`src/hw/rtl/assert_macros.svh`:
```
// assertion helpers shared by the rtl files
// ALD_ASSERT checks outside reset, ALD_ASSERT_RST also checks while reset is applied
`ifndef ASSERT_MACROS_SVH
`define ASSERT_MACROS_SVH

`ifndef ASSERT_OFF
`define ALD_ASSERT(label, prop, msg) \
  label: assert property (@(posedge clk) disable iff (!rst_n) prop) else $error(msg);
`define ALD_ASSERT_RST(label, prop, msg) \
  label: assert property (@(posedge clk) prop) else $error(msg);
`else
`define ALD_ASSERT(label, prop, msg)
`define ALD_ASSERT_RST(label, prop, msg)
`endif

`endif

```
`src/hw/rtl/ald_pkg.sv`:
```
// ----------------------------------------------------------------------------
// ald_pkg
// Shared widths, codes, register defaults and stage types of the averaged
// level detector.
// ----------------------------------------------------------------------------
package ald_pkg;

  // field widths
  localparam int unsigned SAMPLE_W  = 10;
  localparam int unsigned BYTE_W    = 8;
  localparam int unsigned LEVEL_W   = 3;
  localparam int unsigned EVENT_W   = 6;
  localparam int unsigned CFG_W     = 8;
  localparam int unsigned CFG_IDX_W = 3;

  localparam int unsigned DEFAULT_WINDOW_DEPTH = 16;

  // request codes
  localparam logic REQ_SAMPLE = 1'b0;
  localparam logic REQ_ACK    = 1'b1;

  // register indexes
  localparam logic [CFG_IDX_W-1:0] CFG_THRESH_ONE   = 3'd0;
  localparam logic [CFG_IDX_W-1:0] CFG_THRESH_TWO   = 3'd1;
  localparam logic [CFG_IDX_W-1:0] CFG_THRESH_THREE = 3'd2;
  localparam logic [CFG_IDX_W-1:0] CFG_THRESH_FOUR  = 3'd3;
  localparam logic [CFG_IDX_W-1:0] CFG_EVENT_ENABLE = 3'd4;

  // register reset values
  localparam logic [BYTE_W-1:0]  THRESH_ONE_RST   = 8'd200;
  localparam logic [BYTE_W-1:0]  THRESH_TWO_RST   = 8'd150;
  localparam logic [BYTE_W-1:0]  THRESH_THREE_RST = 8'd100;
  localparam logic [BYTE_W-1:0]  THRESH_FOUR_RST  = 8'd50;
  localparam logic [EVENT_W-1:0] EVENT_ENABLE_RST = 6'd0;

  // press levels
  localparam logic [LEVEL_W-1:0] LVL_RELEASED = 3'd0;
  localparam logic [LEVEL_W-1:0] LVL_ONE      = 3'd1;
  localparam logic [LEVEL_W-1:0] LVL_TWO      = 3'd2;
  localparam logic [LEVEL_W-1:0] LVL_THREE    = 3'd3;
  localparam logic [LEVEL_W-1:0] LVL_FOUR     = 3'd4;

  // event bit positions, bits 0 to 3 are press to level one to four
  localparam int unsigned EV_RELEASE = 4;
  localparam int unsigned EV_CHANGE  = 5;

  // per-item control that travels with the window stages
  typedef struct packed {
    logic               ack;
    logic               prime;
    logic [EVENT_W-1:0] ack_mask;
  } win_ctrl_t;

endpackage

```
`src/hw/rtl/ald_window.sv`:
```
// ----------------------------------------------------------------------------
// ald_window
// Sample window memory and running sum. Reads the slot to be replaced at the
// input transfer, then subtracts the old entry, adds the new sample and
// writes it back as the item leaves the first stage register.
// ----------------------------------------------------------------------------
`include "assert_macros.svh"

module ald_window #(
  parameter int unsigned WINDOW_DEPTH = ald_pkg::DEFAULT_WINDOW_DEPTH
) (
  input  logic                                             clk,
  input  logic                                             rst_n,
  input  logic                                             in_valid,
  output logic                                             in_stall,
  input  logic                                             in_req_type,
  input  logic [ald_pkg::SAMPLE_W-1:0]                     in_sample,
  input  logic [ald_pkg::EVENT_W-1:0]                      in_ack_mask,
  output logic                                             p2_valid,
  input  logic                                             p2_ready,
  output ald_pkg::win_ctrl_t                               p2_ctrl,
  output logic [ald_pkg::SAMPLE_W+$clog2(WINDOW_DEPTH)-1:0] p2_sum
);
  import ald_pkg::*;

  localparam int unsigned SLOT_W = $clog2(WINDOW_DEPTH);
  localparam int unsigned SUM_W  = SAMPLE_W + SLOT_W;
  localparam logic [SLOT_W-1:0] LAST_SLOT = SLOT_W'(WINDOW_DEPTH - 1);

  logic [SAMPLE_W-1:0]     window_mem [WINDOW_DEPTH];
  logic [SAMPLE_W-1:0]     rd_data_r;

  logic [SLOT_W-1:0]       write_slot_r, write_slot_nxt;
  logic                    primed_r, primed_nxt;

  logic                    p1_valid_r;
  win_ctrl_t               p1_ctrl_r;
  logic [SAMPLE_W-1:0]     p1_sample_r;
  logic [SLOT_W-1:0]       p1_slot_r;

  logic [WINDOW_DEPTH-1:0] written_r, written_nxt;
  logic [SAMPLE_W-1:0]     fill_r;
  logic [SUM_W-1:0]        sum_r, sum_nxt;

  logic                    p2_valid_r;
  win_ctrl_t               p2_ctrl_r;

  logic                    is_ack, in_take, p2_free, p1_free, p1_move, p1_write;
  logic [SAMPLE_W-1:0]     old_entry;
  win_ctrl_t               in_ctrl;

  // stage flow
  assign p2_free  = !p2_valid_r || p2_ready;
  assign p1_move  = p1_valid_r && p2_free;
  assign p1_free  = !p1_valid_r || p2_free;
  assign in_stall = !p1_free;
  assign in_take  = in_valid && p1_free;
  assign p1_write = p1_move && !p1_ctrl_r.ack && !p1_ctrl_r.prime;

  // decode of the incoming transfer
  always_comb begin
    is_ack           = (in_req_type == REQ_ACK);
    in_ctrl.ack      = is_ack;
    in_ctrl.prime    = !is_ack && !primed_r;
    in_ctrl.ack_mask = in_ack_mask;
  end

  // slot pointer, the priming sample leaves it at zero
  always_comb begin
    write_slot_nxt = write_slot_r;
    primed_nxt     = primed_r;
    if (in_take && !is_ack) begin
      primed_nxt = 1'b1;
      if (primed_r) begin
        write_slot_nxt = (write_slot_r == LAST_SLOT) ? '0 : write_slot_r + SLOT_W'(1);
      end
    end
  end

  always_ff @(posedge clk) begin
    if (!rst_n) begin
      write_slot_r <= '0;
      primed_r     <= 1'b0;
    end else begin
      write_slot_r <= write_slot_nxt;
      primed_r     <= primed_nxt;
    end
  end

  // window memory, one read at the transfer and one write-back
  always_ff @(posedge clk) begin
    if (in_take) begin
      rd_data_r <= window_mem[write_slot_r];
    end
    if (p1_write) begin
      window_mem[p1_slot_r] <= p1_sample_r;
    end
  end

  // first stage register
  always_ff @(posedge clk) begin
    if (!rst_n) begin
      p1_valid_r <= 1'b0;
    end else if (in_take) begin
      p1_valid_r <= 1'b1;
    end else if (p1_move) begin
      p1_valid_r <= 1'b0;
    end
  end

  always_ff @(posedge clk) begin
    if (in_take) begin
      p1_ctrl_r   <= in_ctrl;
      p1_sample_r <= in_sample;
      p1_slot_r   <= write_slot_r;
    end
  end

  // unwritten entries read as the priming value
  assign old_entry = written_r[p1_slot_r] ? rd_data_r : fill_r;

  // running sum update
  always_comb begin
    sum_nxt     = sum_r;
    written_nxt = written_r;
    if (p1_move && !p1_ctrl_r.ack) begin
      if (p1_ctrl_r.prime) begin
        sum_nxt     = SUM_W'(SUM_W'(p1_sample_r) * SUM_W'(WINDOW_DEPTH));
        written_nxt = '0;
      end else begin
        sum_nxt                = sum_r - SUM_W'(old_entry) + SUM_W'(p1_sample_r);
        written_nxt[p1_slot_r] = 1'b1;
      end
    end
  end

  always_ff @(posedge clk) begin
    if (!rst_n) begin
      sum_r     <= '0;
      written_r <= '0;
      fill_r    <= '0;
    end else begin
      sum_r     <= sum_nxt;
      written_r <= written_nxt;
      if (p1_move && p1_ctrl_r.prime) begin
        fill_r <= p1_sample_r;
      end
    end
  end

  // second stage register, the sum register holds its value
  always_ff @(posedge clk) begin
    if (!rst_n) begin
      p2_valid_r <= 1'b0;
    end else if (p1_move) begin
      p2_valid_r <= 1'b1;
    end else if (p2_ready) begin
      p2_valid_r <= 1'b0;
    end
  end

  always_ff @(posedge clk) begin
    if (p1_move) begin
      p2_ctrl_r <= p1_ctrl_r;
    end
  end

  assign p2_valid = p2_valid_r;
  assign p2_ctrl  = p2_ctrl_r;
  assign p2_sum   = sum_r;

  // checks
  `ALD_ASSERT(a_no_slot_clash, (in_take && p1_write) |-> (write_slot_r != p1_slot_r), "read and write-back hit the same slot")
  `ALD_ASSERT(a_prime_clears_mask, (p1_move && p1_ctrl_r.prime) |=> (written_r == '0), "priming left written entries")
  `ALD_ASSERT(a_sample_primes, (in_take && !is_ack) |=> primed_r, "sample transfer did not prime the window")
  `ALD_ASSERT_RST(a_reset_slot, !rst_n |=> ((write_slot_r == '0) && !primed_r && !p1_valid_r), "reset left window control set")

endmodule

```
`src/hw/rtl/averaged_level_detector.sv`:
```
// ----------------------------------------------------------------------------
// averaged_level_detector
// Path: window first stage, window second stage, quotient stage, output register.
// Throughput: one item per cycle while the output is not stalled, set by the
// window memory read at the transfer and written back on a different slot.
// Reset: synchronous, clears the pipeline, the window bookkeeping and the
// event flags, and loads the threshold defaults; no clearing pass.
// ----------------------------------------------------------------------------
`include "assert_macros.svh"

module averaged_level_detector #(
  parameter int unsigned WINDOW_DEPTH = ald_pkg::DEFAULT_WINDOW_DEPTH
) (
  input  logic                          clk,
  input  logic                          rst_n,
  input  logic                          cfg_we,
  input  logic [ald_pkg::CFG_IDX_W-1:0] cfg_index,
  input  logic [ald_pkg::CFG_W-1:0]     cfg_data,
  input  logic                          in_valid,
  output logic                          in_stall,
  input  logic                          in_req_type,
  input  logic [ald_pkg::SAMPLE_W-1:0]  in_sample,
  input  logic [ald_pkg::EVENT_W-1:0]   in_ack_mask,
  output logic                          out_valid,
  input  logic                          out_stall,
  output logic [ald_pkg::SAMPLE_W-1:0]  out_average_wide,
  output logic [ald_pkg::BYTE_W-1:0]    out_average_byte,
  output logic [ald_pkg::LEVEL_W-1:0]   out_press_level,
  output logic [ald_pkg::EVENT_W-1:0]   out_new_events,
  output logic [ald_pkg::EVENT_W-1:0]   out_pending_events,
  output logic                          out_irq
);
  import ald_pkg::*;

  localparam int unsigned SUM_W = SAMPLE_W + $clog2(WINDOW_DEPTH);
  localparam logic [SUM_W-1:0] HALF_DEPTH = SUM_W'(WINDOW_DEPTH / 2);
  localparam logic [SUM_W-1:0] DEPTH_VAL  = SUM_W'(WINDOW_DEPTH);
  localparam logic [SUM_W-1:0] RECIP      = SUM_W'((2 ** SUM_W) / WINDOW_DEPTH);

  // configuration registers
  logic [BYTE_W-1:0]    thresh_one_r, thresh_two_r, thresh_three_r, thresh_four_r;
  logic [EVENT_W-1:0]   event_enable_r;

  // window stage outputs
  logic                 p2_valid, p2_ready;
  win_ctrl_t            p2_ctrl;
  logic [SUM_W-1:0]     p2_sum;

  // quotient stage
  logic                 p3_valid_r;
  win_ctrl_t            p3_ctrl_r;
  logic [SAMPLE_W-1:0]  p3_quo_r;
  logic [SUM_W-1:0]     p3_x_r;
  logic [SUM_W-1:0]     rounded_sum;
  logic [2*SUM_W-1:0]   recip_prod;

  // result stage
  logic                 out_valid_r;
  logic                 out_free, p3_open, p3_move;
  logic [SUM_W-1:0]     quo_back, quo_rem;
  logic [SAMPLE_W-1:0]  wide;
  logic [SAMPLE_W:0]    byte_sum;
  logic [BYTE_W-1:0]    byte_val;
  logic [LEVEL_W-1:0]   sample_level, level;
  logic [EVENT_W-1:0]   ev, raised;
  logic [LEVEL_W-1:0]   last_level_r, last_level_nxt;
  logic [EVENT_W-1:0]   pending_r, pending_nxt;

  logic [SAMPLE_W-1:0]  out_wide_r;
  logic [BYTE_W-1:0]    out_byte_r;
  logic [LEVEL_W-1:0]   out_level_r;
  logic [EVENT_W-1:0]   out_new_r, out_pending_r;
  logic                 out_irq_r;

  // configuration writes, unknown indexes are dropped
  always_ff @(posedge clk) begin
    if (!rst_n) begin
      thresh_one_r   <= THRESH_ONE_RST;
      thresh_two_r   <= THRESH_TWO_RST;
      thresh_three_r <= THRESH_THREE_RST;
      thresh_four_r  <= THRESH_FOUR_RST;
      event_enable_r <= EVENT_ENABLE_RST;
    end else if (cfg_we) begin
      unique case (cfg_index)
        CFG_THRESH_ONE:   thresh_one_r   <= cfg_data;
        CFG_THRESH_TWO:   thresh_two_r   <= cfg_data;
        CFG_THRESH_THREE: thresh_three_r <= cfg_data;
        CFG_THRESH_FOUR:  thresh_four_r  <= cfg_data;
        CFG_EVENT_ENABLE: event_enable_r <= cfg_data[EVENT_W-1:0];
        default: ;
      endcase
    end
  end

  // window memory and running sum
  ald_window #(
    .WINDOW_DEPTH (WINDOW_DEPTH)
  ) u_window (
    .clk         (clk),
    .rst_n       (rst_n),
    .in_valid    (in_valid),
    .in_stall    (in_stall),
    .in_req_type (in_req_type),
    .in_sample   (in_sample),
    .in_ack_mask (in_ack_mask),
    .p2_valid    (p2_valid),
    .p2_ready    (p2_ready),
    .p2_ctrl     (p2_ctrl),
    .p2_sum      (p2_sum)
  );

  // stage flow toward the output register
  assign out_free = !out_valid_r || !out_stall;
  assign p3_move  = p3_valid_r && out_free;
  assign p3_open  = !p3_valid_r || out_free;
  assign p2_ready = p3_open;

  // quotient estimate by reciprocal, low by at most one
  assign rounded_sum = p2_sum + HALF_DEPTH;
  assign recip_prod  = (2*SUM_W)'(rounded_sum) * (2*SUM_W)'(RECIP);

  always_ff @(posedge clk) begin
    if (!rst_n) begin
      p3_valid_r <= 1'b0;
    end else if (p2_valid && p3_open) begin
      p3_valid_r <= 1'b1;
    end else if (out_free) begin
      p3_valid_r <= 1'b0;
    end
  end

  always_ff @(posedge clk) begin
    if (p2_valid && p3_open) begin
      p3_ctrl_r <= p2_ctrl;
      p3_x_r    <= rounded_sum;
      p3_quo_r  <= recip_prod[SUM_W +: SAMPLE_W];
    end
  end

  // quotient correction and byte rounding with saturation
  always_comb begin
    quo_back = SUM_W'(SUM_W'(p3_quo_r) * DEPTH_VAL);
    quo_rem  = p3_x_r - quo_back;
    wide     = (quo_rem >= DEPTH_VAL) ? p3_quo_r + SAMPLE_W'(1) : p3_quo_r;
    byte_sum = {1'b0, wide} + (SAMPLE_W + 1)'(2);
    byte_val = byte_sum[SAMPLE_W] ? {BYTE_W{1'b1}} : byte_sum[SAMPLE_W-1:2];
  end

  // thresholds checked in order, first one exceeded wins
  always_comb begin
    priority if (byte_val > thresh_one_r) begin
      sample_level = LVL_RELEASED;
    end else if (byte_val > thresh_two_r) begin
      sample_level = LVL_ONE;
    end else if (byte_val > thresh_three_r) begin
      sample_level = LVL_TWO;
    end else if (byte_val > thresh_four_r) begin
      sample_level = LVL_THREE;
    end else begin
      sample_level = LVL_FOUR;
    end
  end

  // level transition events against the previous level
  always_comb begin
    ev = '0;
    if (sample_level != LVL_RELEASED && sample_level > last_level_r) begin
      ev[sample_level - LEVEL_W'(1)] = 1'b1;
    end
    if (last_level_r != LVL_RELEASED && sample_level == LVL_RELEASED) begin
      ev[EV_RELEASE] = 1'b1;
    end
    if (sample_level != last_level_r) begin
      ev[EV_CHANGE] = 1'b1;
    end
  end

  // per-item state update: acknowledge, priming sample or normal sample
  always_comb begin
    level          = sample_level;
    raised         = '0;
    last_level_nxt = last_level_r;
    pending_nxt    = pending_r;
    if (p3_ctrl_r.ack) begin
      level       = last_level_r;
      pending_nxt = pending_r & ~p3_ctrl_r.ack_mask;
    end else begin
      last_level_nxt = sample_level;
      if (!p3_ctrl_r.prime && event_enable_r != '0) begin
        raised      = ev & event_enable_r;
        pending_nxt = pending_r | raised;
      end
    end
  end

  always_ff @(posedge clk) begin
    if (!rst_n) begin
      last_level_r <= LVL_RELEASED;
      pending_r    <= '0;
    end else if (p3_move) begin
      last_level_r <= last_level_nxt;
      pending_r    <= pending_nxt;
    end
  end

  // output register
  always_ff @(posedge clk) begin
    if (!rst_n) begin
      out_valid_r <= 1'b0;
    end else if (p3_move) begin
      out_valid_r <= 1'b1;
    end else if (!out_stall) begin
      out_valid_r <= 1'b0;
    end
  end

  always_ff @(posedge clk) begin
    if (p3_move) begin
      out_wide_r    <= wide;
      out_byte_r    <= byte_val;
      out_level_r   <= level;
      out_new_r     <= raised;
      out_pending_r <= pending_nxt;
      out_irq_r     <= (event_enable_r != '0) && (pending_nxt != '0);
    end
  end

  assign out_valid          = out_valid_r;
  assign out_average_wide   = out_wide_r;
  assign out_average_byte   = out_byte_r;
  assign out_press_level    = out_level_r;
  assign out_new_events     = out_new_r;
  assign out_pending_events = out_pending_r;
  assign out_irq            = out_irq_r;

  // checks
  `ALD_ASSERT(a_new_in_pending, out_valid_r |-> ((out_new_r & ~out_pending_r) == '0), "raised event missing from pending flags")
  `ALD_ASSERT(a_irq_source, (out_valid_r && out_irq_r) |-> ((event_enable_r != '0) && (out_pending_r != '0)), "irq without enabled pending flag")
  `ALD_ASSERT(a_level_range, out_valid_r |-> (out_level_r <= LVL_FOUR), "press level out of range")
  `ALD_ASSERT(a_ack_no_events, (p3_move && p3_ctrl_r.ack) |=> (out_new_r == '0), "acknowledge raised events")

endmodule

```
`config.mk`:
```
export PLATFORM = sky130hd
export DESIGN_NAME = averaged_level_detector
export DESIGN_NICKNAME = d
export VERILOG_FILES = /design/src/hw/rtl/ald_pkg.sv /design/src/hw/rtl/ald_window.sv /design/src/hw/rtl/averaged_level_detector.sv
export VERILOG_INCLUDE_DIRS = /design/src /design/src/hw/rtl
export SDC_FILE = /design/constraint.sdc
export NUM_CORES = 1
export LEC_CHECK = 0
export BUFFER_PORTS_ARGS = -buffer_cell sky130_fd_sc_hd__buf_4
export CAP_MARGIN = 0
export CORE_MARGIN = 8
export CORE_UTILIZATION = 60
export DETAILED_ROUTE_END_ITERATION = 8
export PLACE_DENSITY_LB_ADDON = 0.05
export SLEW_MARGIN = 20
export SYNTH_ARGS = -nofsm -noshare
export SYNTH_HDL_FRONTEND = slang
export SYNTH_SLANG_ARGS = --single-unit
```
`constraint.sdc`:
```
create_clock -name clk -period 8.6 [get_ports clk]
set_input_delay 1.72 -clock clk [delete_from_list [all_inputs] [get_ports clk]]
set_output_delay 1.72 -clock clk [all_outputs]
set_load 0.1 [all_outputs]
```
==> flow_metrics.py, run 1 <==
metrics = {
    "global_route": {
        "first_global_vias": 8986,
        "grt_usage_pct": 21.3,
        "grt_overflow": 0,
        "grt_pass1_wl_um": 50700,
        "grt_start_max_net_pins": 48,
        "antenna_found_initial": 0,
    },
    "worst_setup_path": {
        "start_kind": "register",
        "crit_chain": "mux4_2 > mux4_2 > mux2_2 > fa_1 > inv_1 > fa_1 > a21o_1 > a21oi_1 > o21bai_1 > a21o_1 > a21oi_1 > o21ai_0 > nor4_1 > o2111ai_1 > o311ai_1",
        "cp_max_fo": 10,
        "r2r-end": "u_window.p2_sum[12]",
        "crit_type": "reg -> reg",
        "end_kind": "register",
        "crit_path_start": "u_window.p1_slot_r[0]",
        "r2r_slack_ns": 3.65,
        "worst-endpoint-required_ns": 9.01,
        "cp.arrival_ns": 5.37,
        "slowest_stage": "mux4_2",
        "r2r-start": "u_window.p1_slot_r[0]",
        "worstRegToRegCells": 15,
        "crit_path_max_incr_delay_ns": 0.66,
        "endpoint": "u_window.p2_sum[12]",
    },
    "timing": {
        "rsz0062_at_grt": "false",
        "fin_crit_sh_pct": 57.6,
        "final-setup-viol-count": 0,
        "worst_slack_ns": 3.65,
        "fin_setup_tns_ns": 0,
        "slew_viol_final": 0,
        "final_hold_viol_count": 0,
        "maxSlewHeadroom_pct": 29.5,
        "fmax_mhz": 202,
        "tightest_slew_ns": 1.05,
        "fin_skew_ns": 0.0199,
        "fin_crit_ns": 4.95,
    },
    "synth": {
        "postSynthAreaPerCell_um2": 13.5,
        "synth_top_area_share_pct": 50.6,
        "ys_ff_latch": 348,
        "synth_enable_flop_cells": 252,
        "async_flop_share_pct": 0,
        "yosysSeqAreaShare_pct": 63.5,
        "yosysWarningCount": 0,
        "syn_inst": 1106,
        "yosys.area.top_type": "edfxtp_1",
        "synth.distinct_cells": 69,
        "synth_ff_type": "edfxtp_1",
        "syn-num-nets": 1204,
        "synth.cell_area_mm2": 0.0150,
        "synthTopCellsByArea": "edfxtp_1 (51%), dfxtp_1 (13%), mux4_2 (8.3%), ha_1 (4.6%), nor2_1 (2.9%)",
    },
    "status": {
        "status": "finished, final reports clean",
    },
    "pwr": {
        "power_frac_seq_pct": 51.3,
        "p_clk_share_pct": 40.7,
        "total_power_mw": 3.66,
        "pwr-share-comb_pct": 8.0,
        "sw_frac_of_total_pct": 23.1,
        "power_switching_uw": 847,
        "leakagePower_nw": 6.14,
        "irDropWorstVdd_v": 0.000185,
        "p_int_mw": 2.82,
        "power_density_mw_per_mm2": 216,
    },
    "clocking": {
        "ctsRootBufferMaster": "clkbuf_16",
        "clk_pin_slew_ns": 0.06,
        "post_cts_buffers": 0,
        "cts_hold_buffers": 0,
        "h-tree-depth": 2,
        "cts_resized": 0,
        "cts_tree": "built",
        "cts.sinks": 348,
        "cts_max_path_buffers": 3,
        "numCtsBuffers": 37,
        "clk_latency_ns": 0.53,
    },
    "drt": {
        "route.detailed.drc": 0,
        "antenna_left": 0,
        "vias_per_cell": 5.83,
        "avgRoutedWirePerCell_um": 20.7,
        "met2_wirelength_um": 16400,
        "dr.pass1.iters": 5,
        "top_layer": "met4",
        "dr_total_vias": 8960,
        "wl_met3_um": 1740,
        "routed_wl_um": 31900,
        "drt-met1-wl_um": 13100,
        "drtIter0Drc": 770,
    },
    "final_layout": {
        "drive_above_1_share_pct": 17.9,
        "syn_to_final_growth_pct": 13.5,
        "num-nets-final": 1283,
        "finalNonFillerCells": 1538,
        "final_area_mm2": 0.0170,
        "diodes": 0,
    },
    "floorplan": {
        "die_w_um": 174,
        "start_util_pct": 61.3,
        "die-area_mm2": 0.0302,
        "core_mm2": 0.0244,
        "die_h_um": 174,
        "num_io_pins": 69,
        "rows": 57,
    },
    "place": {
        "place_ws_ns": 3.50,
        "placed_area_mm2": 0.0158,
        "dp.cells": 1469,
        "port_buffers": 68,
        "place_congestion": 0.888,
        "hpwl_um": 21500,
    },
    "flow_run": {
        "maxCapViolCount": 0,
    },
    "min_path": {
        "hold_class": "reg -> reg",
    },
}
stage by stage:
stage	util, %	hold slack [ns]
floorplan	-	0.400
global placement	64.8	0.402
detailed placement	64.8	0.405
CTS	69.5	0.415
global route	69.6	0.424
finish	69.6	0.413
cell usage in the layout (no fill, tap or decap), types with 16 or more instances in the layout:
| cell type | Yosys | routed |
|---|---|---|
| edfxtp_1 | 252 | 252 |
| nor2_1 | 116 | 113 |
| nand2_1 | 103 | 103 |
| dfxtp_1 | 96 | 94 |
| inv_1 | 89 | 88 |
| buf_4 | 0 | 80 |
| a21oi_1 | 65 | 65 |
| mux4_2 | 55 | 55 |
| ha_1 | 55 | 55 |
| clkbuf_16 | 0 | 37 |
| nand3_1 | 20 | 20 |
| xnor2_1 | 17 | 17 |
| o211ai_1 | 16 | 16 |
sequential cells by signal (all words and copies together) (netlist names), 10 cells and up:
register	flops
u_window.fill_r	10
u_window.p1_sample_r	10
u_window.window_mem	160
u_window.rd_data_r	10
u_window.written_r	16
out_average_wide	10
p3_quo_r	10
u_window.p2_sum	14
routing by layer:
| layer | global-route usage [%] | vias to the layer above |
|---|---|---|
| li1 | - | 4229 |
| met1 | 26.2 | 4423 |
| met4 | 6.56 | 0 |
| met3 | 3.77 | 51 |
| met2 | 37.5 | 257 |
| met5 | 0 | - |
worst max-delay path, delay by kind of cell (launching register included):
family / cells / cell delay [ns]
compound gates: 8 / 1.43
simple gates: 1 / 0.29
flops: 1 / 0.57
fa+ha+maj: 2 / 0.94
buf+inv: 1 / 0.07
mux: 3 / 1.56
kinds of logic after synthesis:
| group | count (synthesis) | share of synthesized area, % |
|---|---|---|
| mux | 75 | 9.75 |
| buf+inv | 129 | 3.24 |
| xor+xnor | 25 | 1.46 |
| flops | 348 | 63.5 |
| compound gates | 149 | 6.64 |
| fa+ha+maj | 65 | 5.94 |
| simple gates | 315 | 9.51 |
synthesized netlist by cell type (all sizes together) (4+ instances only):
cell type  count
a222oi         4
xor2           8
a21o           6
a211oi         7
o211ai        17
o21ai         14
xnor2         17
edfxtp       252
and3           8
nor2         118
ha            55
nor4           6
buf            6
mux2          12
inv           89
clkbuf        34
nand3b         5
o21bai         6
a22oi          5
dfxtp         96
nor3          11
nor2b          9
mux2i          8
fa            10
mux4          55
nand3         20
nand2b         5
nand2        103
nand4         13
a21oi         65
how the worst min path moves through the flow:
stage	start	endpoint	slack, ns	cells after the start
after floorplan	p3_quo_r[0]	out_average_wide[0]	0.40	0
after global placement	u_window.p2_ctrl[7]	p3_ctrl_r[7]	0.40	0
after detailed placement	u_window.p2_ctrl[2]	p3_ctrl_r[2]	0.40	0
after CTS	u_window.p2_ctrl[4]	p3_ctrl_r[4]	0.42	0
after global routing	u_window.p1_ctrl_r[5]	u_window.p2_ctrl[5]	0.42	0
final	u_window.p1_ctrl_r[3]	u_window.p2_ctrl[3]	0.41	0
final cells by class:
type,instances,area (um^2)
clock inverter,15,115
tap,324,405
fill,1729,7420
clock buffer,53,1030
sequential,348,9490
timing repair buffer,80,601
multi-input combinational,629,5000
inverter,89,334
power by group through the flow:
stage / clock network, mW / logic, mW / registers, mW
floorplan: 0 / 0.200 / 1.91
global placement: 0 / 0.290 / 1.91
detailed placement: 0 / 0.294 / 1.91
CTS: 1.52 / 0.296 / 1.88
global route: 1.58 / 0.328 / 1.88
finish: 1.49 / 0.295 / 1.88
(Power assumes the default switching activity.)
==> run 2: changes to the inputs <==
==> constraint.sdc (replaced) <==
create_clock -name clk -period 4.8 [get_ports clk]
set_input_delay 0.96 -clock clk [delete_from_list [all_inputs] [get_ports clk]]
set_output_delay 0.96 -clock clk [all_outputs]
set_load 0.1 [all_outputs]
==> run 2 against run 1 <==
Clock power is 79% higher. Sequential power up 78%. Core utilization rose by 0.77 points. Highest routed layer unchanged. Clock-buffer cell count down 1. Critical path type unchanged. Sequential share of layout area is 0.60 points lower. Final area increased by 1.1%. Register-to-register slack got worse by 3.4 ns. Maximum frequency up 9.5%. Total power rose by 79%. Die area unchanged. Via count about the same.
==> flow_metrics.py, run 2 (synthesis gave the netlist of run 1 again) <==
metrics = {
    "drt": {
        "drtIter0Drc": 679,
        "dr.pass1.iters": 5,
        "routed_wl_um": 30400,
        "avgRoutedWirePerCell_um": 19.5,
        "vias_per_cell": 5.75,
        "dr_total_vias": 8956,
        "antenna_left": 0,
        "route.detailed.drc": 0,
    },
    "timing": {
        "fin_skew_ns": 0.0198,
        "fmax_mhz": 221,
        "final-setup-viol-count": 0,
        "tightest_slew_ns": 0.931,
        "maxSlewHeadroom_pct": 37.8,
        "fin_crit_sh_pct": 94.2,
        "worst_slack_ns": 0.277,
        "final_hold_viol_count": 0,
        "rsz0062_at_grt": "false",
        "fin_crit_ns": 4.52,
        "fin_setup_tns_ns": 0,
        "slew_viol_final": 0,
    },
    "global_route": {
        "grt_usage_pct": 20.2,
        "grt_overflow": 0,
        "first_global_vias": 8938,
        "antenna_found_initial": 0,
        "grt_pass1_wl_um": 48700,
        "grt_start_max_net_pins": 37,
    },
    "final_layout": {
        "ff_latch_area_mm2": 0.00949,
        "drive_above_1_share_pct": 19.9,
        "regMostFlops": "u_window.window_mem",
        "final_area_mm2": 0.0172,
        "multi_input_area_mm2": 0.00503,
        "final_common_cell": "edfxtp_1",
        "fill_cells": 1696,
        "num-nets-final": 1303,
        "finalNonFillerCells": 1557,
        "syn_to_final_growth_pct": 14.8,
        "layout_common_cells": "edfxtp_1 (252), nor2_1 (116), buf_4 (101)",
        "diodes": 0,
        "largest_reg_flops": 160,
    },
    "worst_setup_path": {
        "crit_path_start": "p3_quo_r[5]",
        "crit_path_max_incr_delay_ns": 0.44,
        "slowest_stage": "or4_1",
        "cp.arrival_ns": 4.94,
        "worstRegToRegCells": 16,
        "r2r-end": "pending_r[0]",
        "end_kind": "register",
        "r2r-start": "p3_quo_r[5]",
        "crit_type": "reg -> reg",
        "start_kind": "register",
        "cp_max_fo": 5,
        "r2r_slack_ns": 0.28,
        "worst-endpoint-required_ns": 5.21,
        "crit_chain": "nand3_1 > nor2_1 > nand3_1 > mux2_2 > ha_1 > nand4_1 > a21oi_1 > o21ai_2 > o31ai_1 > nand2_1 > ha_1 > ha_1 > nand3_1 > or4_1 > o41a_1 > a211oi_1",
    },
    "pwr": {
        "p_clk_share_pct": 40.7,
        "power_density_mw_per_mm2": 382,
        "power_switching_mw": 1.50,
        "sw_frac_of_total_pct": 22.8,
        "total_power_mw": 6.56,
        "irDropWorstVdd_v": 0.000287,
        "p_int_mw": 5.06,
        "pwr-share-comb_pct": 8.3,
        "power_frac_seq_pct": 51.0,
        "leakagePower_nw": 6.25,
    },
    "floorplan": {
        "num_io_pins": 69,
        "die_w_um": 174,
        "start_util_pct": 61.3,
        "core_mm2": 0.0244,
        "rows": 57,
        "die-area_mm2": 0.0302,
        "die_h_um": 174,
    },
    "place": {
        "placed_area_mm2": 0.0160,
        "hpwl_um": 20900,
        "place_ws_ns": 0.111,
        "dp.cells": 1491,
        "port_buffers": 68,
        "place_congestion": 0.887,
    },
    "clocking": {
        "clk_latency_ns": 0.52,
        "numCtsBuffers": 36,
        "clk_pin_slew_ns": 0.06,
        "cts_resized": 0,
        "ctsRootBufferMaster": "clkbuf_16",
        "cts_max_path_buffers": 3,
        "cts.sinks": 348,
        "cts_hold_buffers": 0,
        "h-tree-depth": 2,
        "cts_tree": "built",
        "post_cts_buffers": 0,
    },
    "min_path": {
        "whs_endpoint": "u_window.p2_ctrl[0]",
        "min_from": "u_window.p1_ctrl_r[0]",
        "hold_path_depth": 0,
        "hold_class": "reg -> reg",
    },
    "status": {
        "status": "finished, final reports clean",
    },
    "flow_run": {
        "maxCapViolCount": 0,
    },
}
-- run 2: cell count changes in the layout (fill, tap and decap cells not counted), sizes merged --
cell / change
inv: -1
bufinv: +1
clkinvlp: +1
buf: +21
clkinv: -2
clkbuf: -1
-- run 2: layout make-up --
| cell class | count | area share, % |
|---|---|---|
| Sequential cell | 348 | 55.3 |
| Clock buffer | 52 | 5.78 |
| Multi-Input combinational cell | 629 | 29.3 |
| Timing Repair Buffer | 101 | 4.42 |
| Clock inverter | 14 | 0.875 |
| Tap cell | 324 | 2.36 |
| Inverter | 89 | 1.95 |
-- run 2: metrics by stage --
| step | hold slack [ns] | utilization (%) |
|---|---|---|
| final | 0.418 | 70.3 |
| after global routing | 0.424 | 70.3 |
| after CTS | 0.419 | 70.2 |
| after detailed placement | 0.405 | 65.5 |
| after global placement | 0.401 | 65.5 |
| after floorplan | 0.400 | - |
-- run 2: worst max-delay path by stage --
| stage | to |
|---|---|
| 2_1_floorplan | u_window.p2_sum[12] |
| 3_3_place_gp | u_window.p2_sum[12] |
| 3_5_place_dp | u_window.p2_sum[12] |
| 4_1_cts | u_window.p2_sum[12] |
| 5_1_grt | out_irq |
| 6_report | pending_r[0] |
-- run 2: routing by layer --
metal	GRT usage, %	up-vias	part of all wire, %
li1	-	4269	-
met1	24.7	4368	41
met2	36.2	269	51
met3	3.62	50	5.4
met4	5.66	0	2.0
met5	0	-	0
-- run 2: worst max-delay path, delay by kind of cell (launching register included) --
kind            cells  cell delay, ns
simple gates        7            1.39
flops               1            0.43
fa+ha+maj           3            0.88
compound gates      5            1.34
mux                 1            0.39
-- run 2: power by group through the flow --
| stage | clock network (mW) | registers [mW] | logic, mW |
|---|---|---|---|
| finish | 2.67 | 3.35 | 0.546 |
| global route | 2.83 | 3.35 | 0.608 |
| CTS | 2.72 | 3.35 | 0.538 |
| detailed placement | 0 | 3.41 | 0.534 |
| global placement | 0 | 3.41 | 0.525 |
| floorplan | 0 | 3.43 | 0.359 |
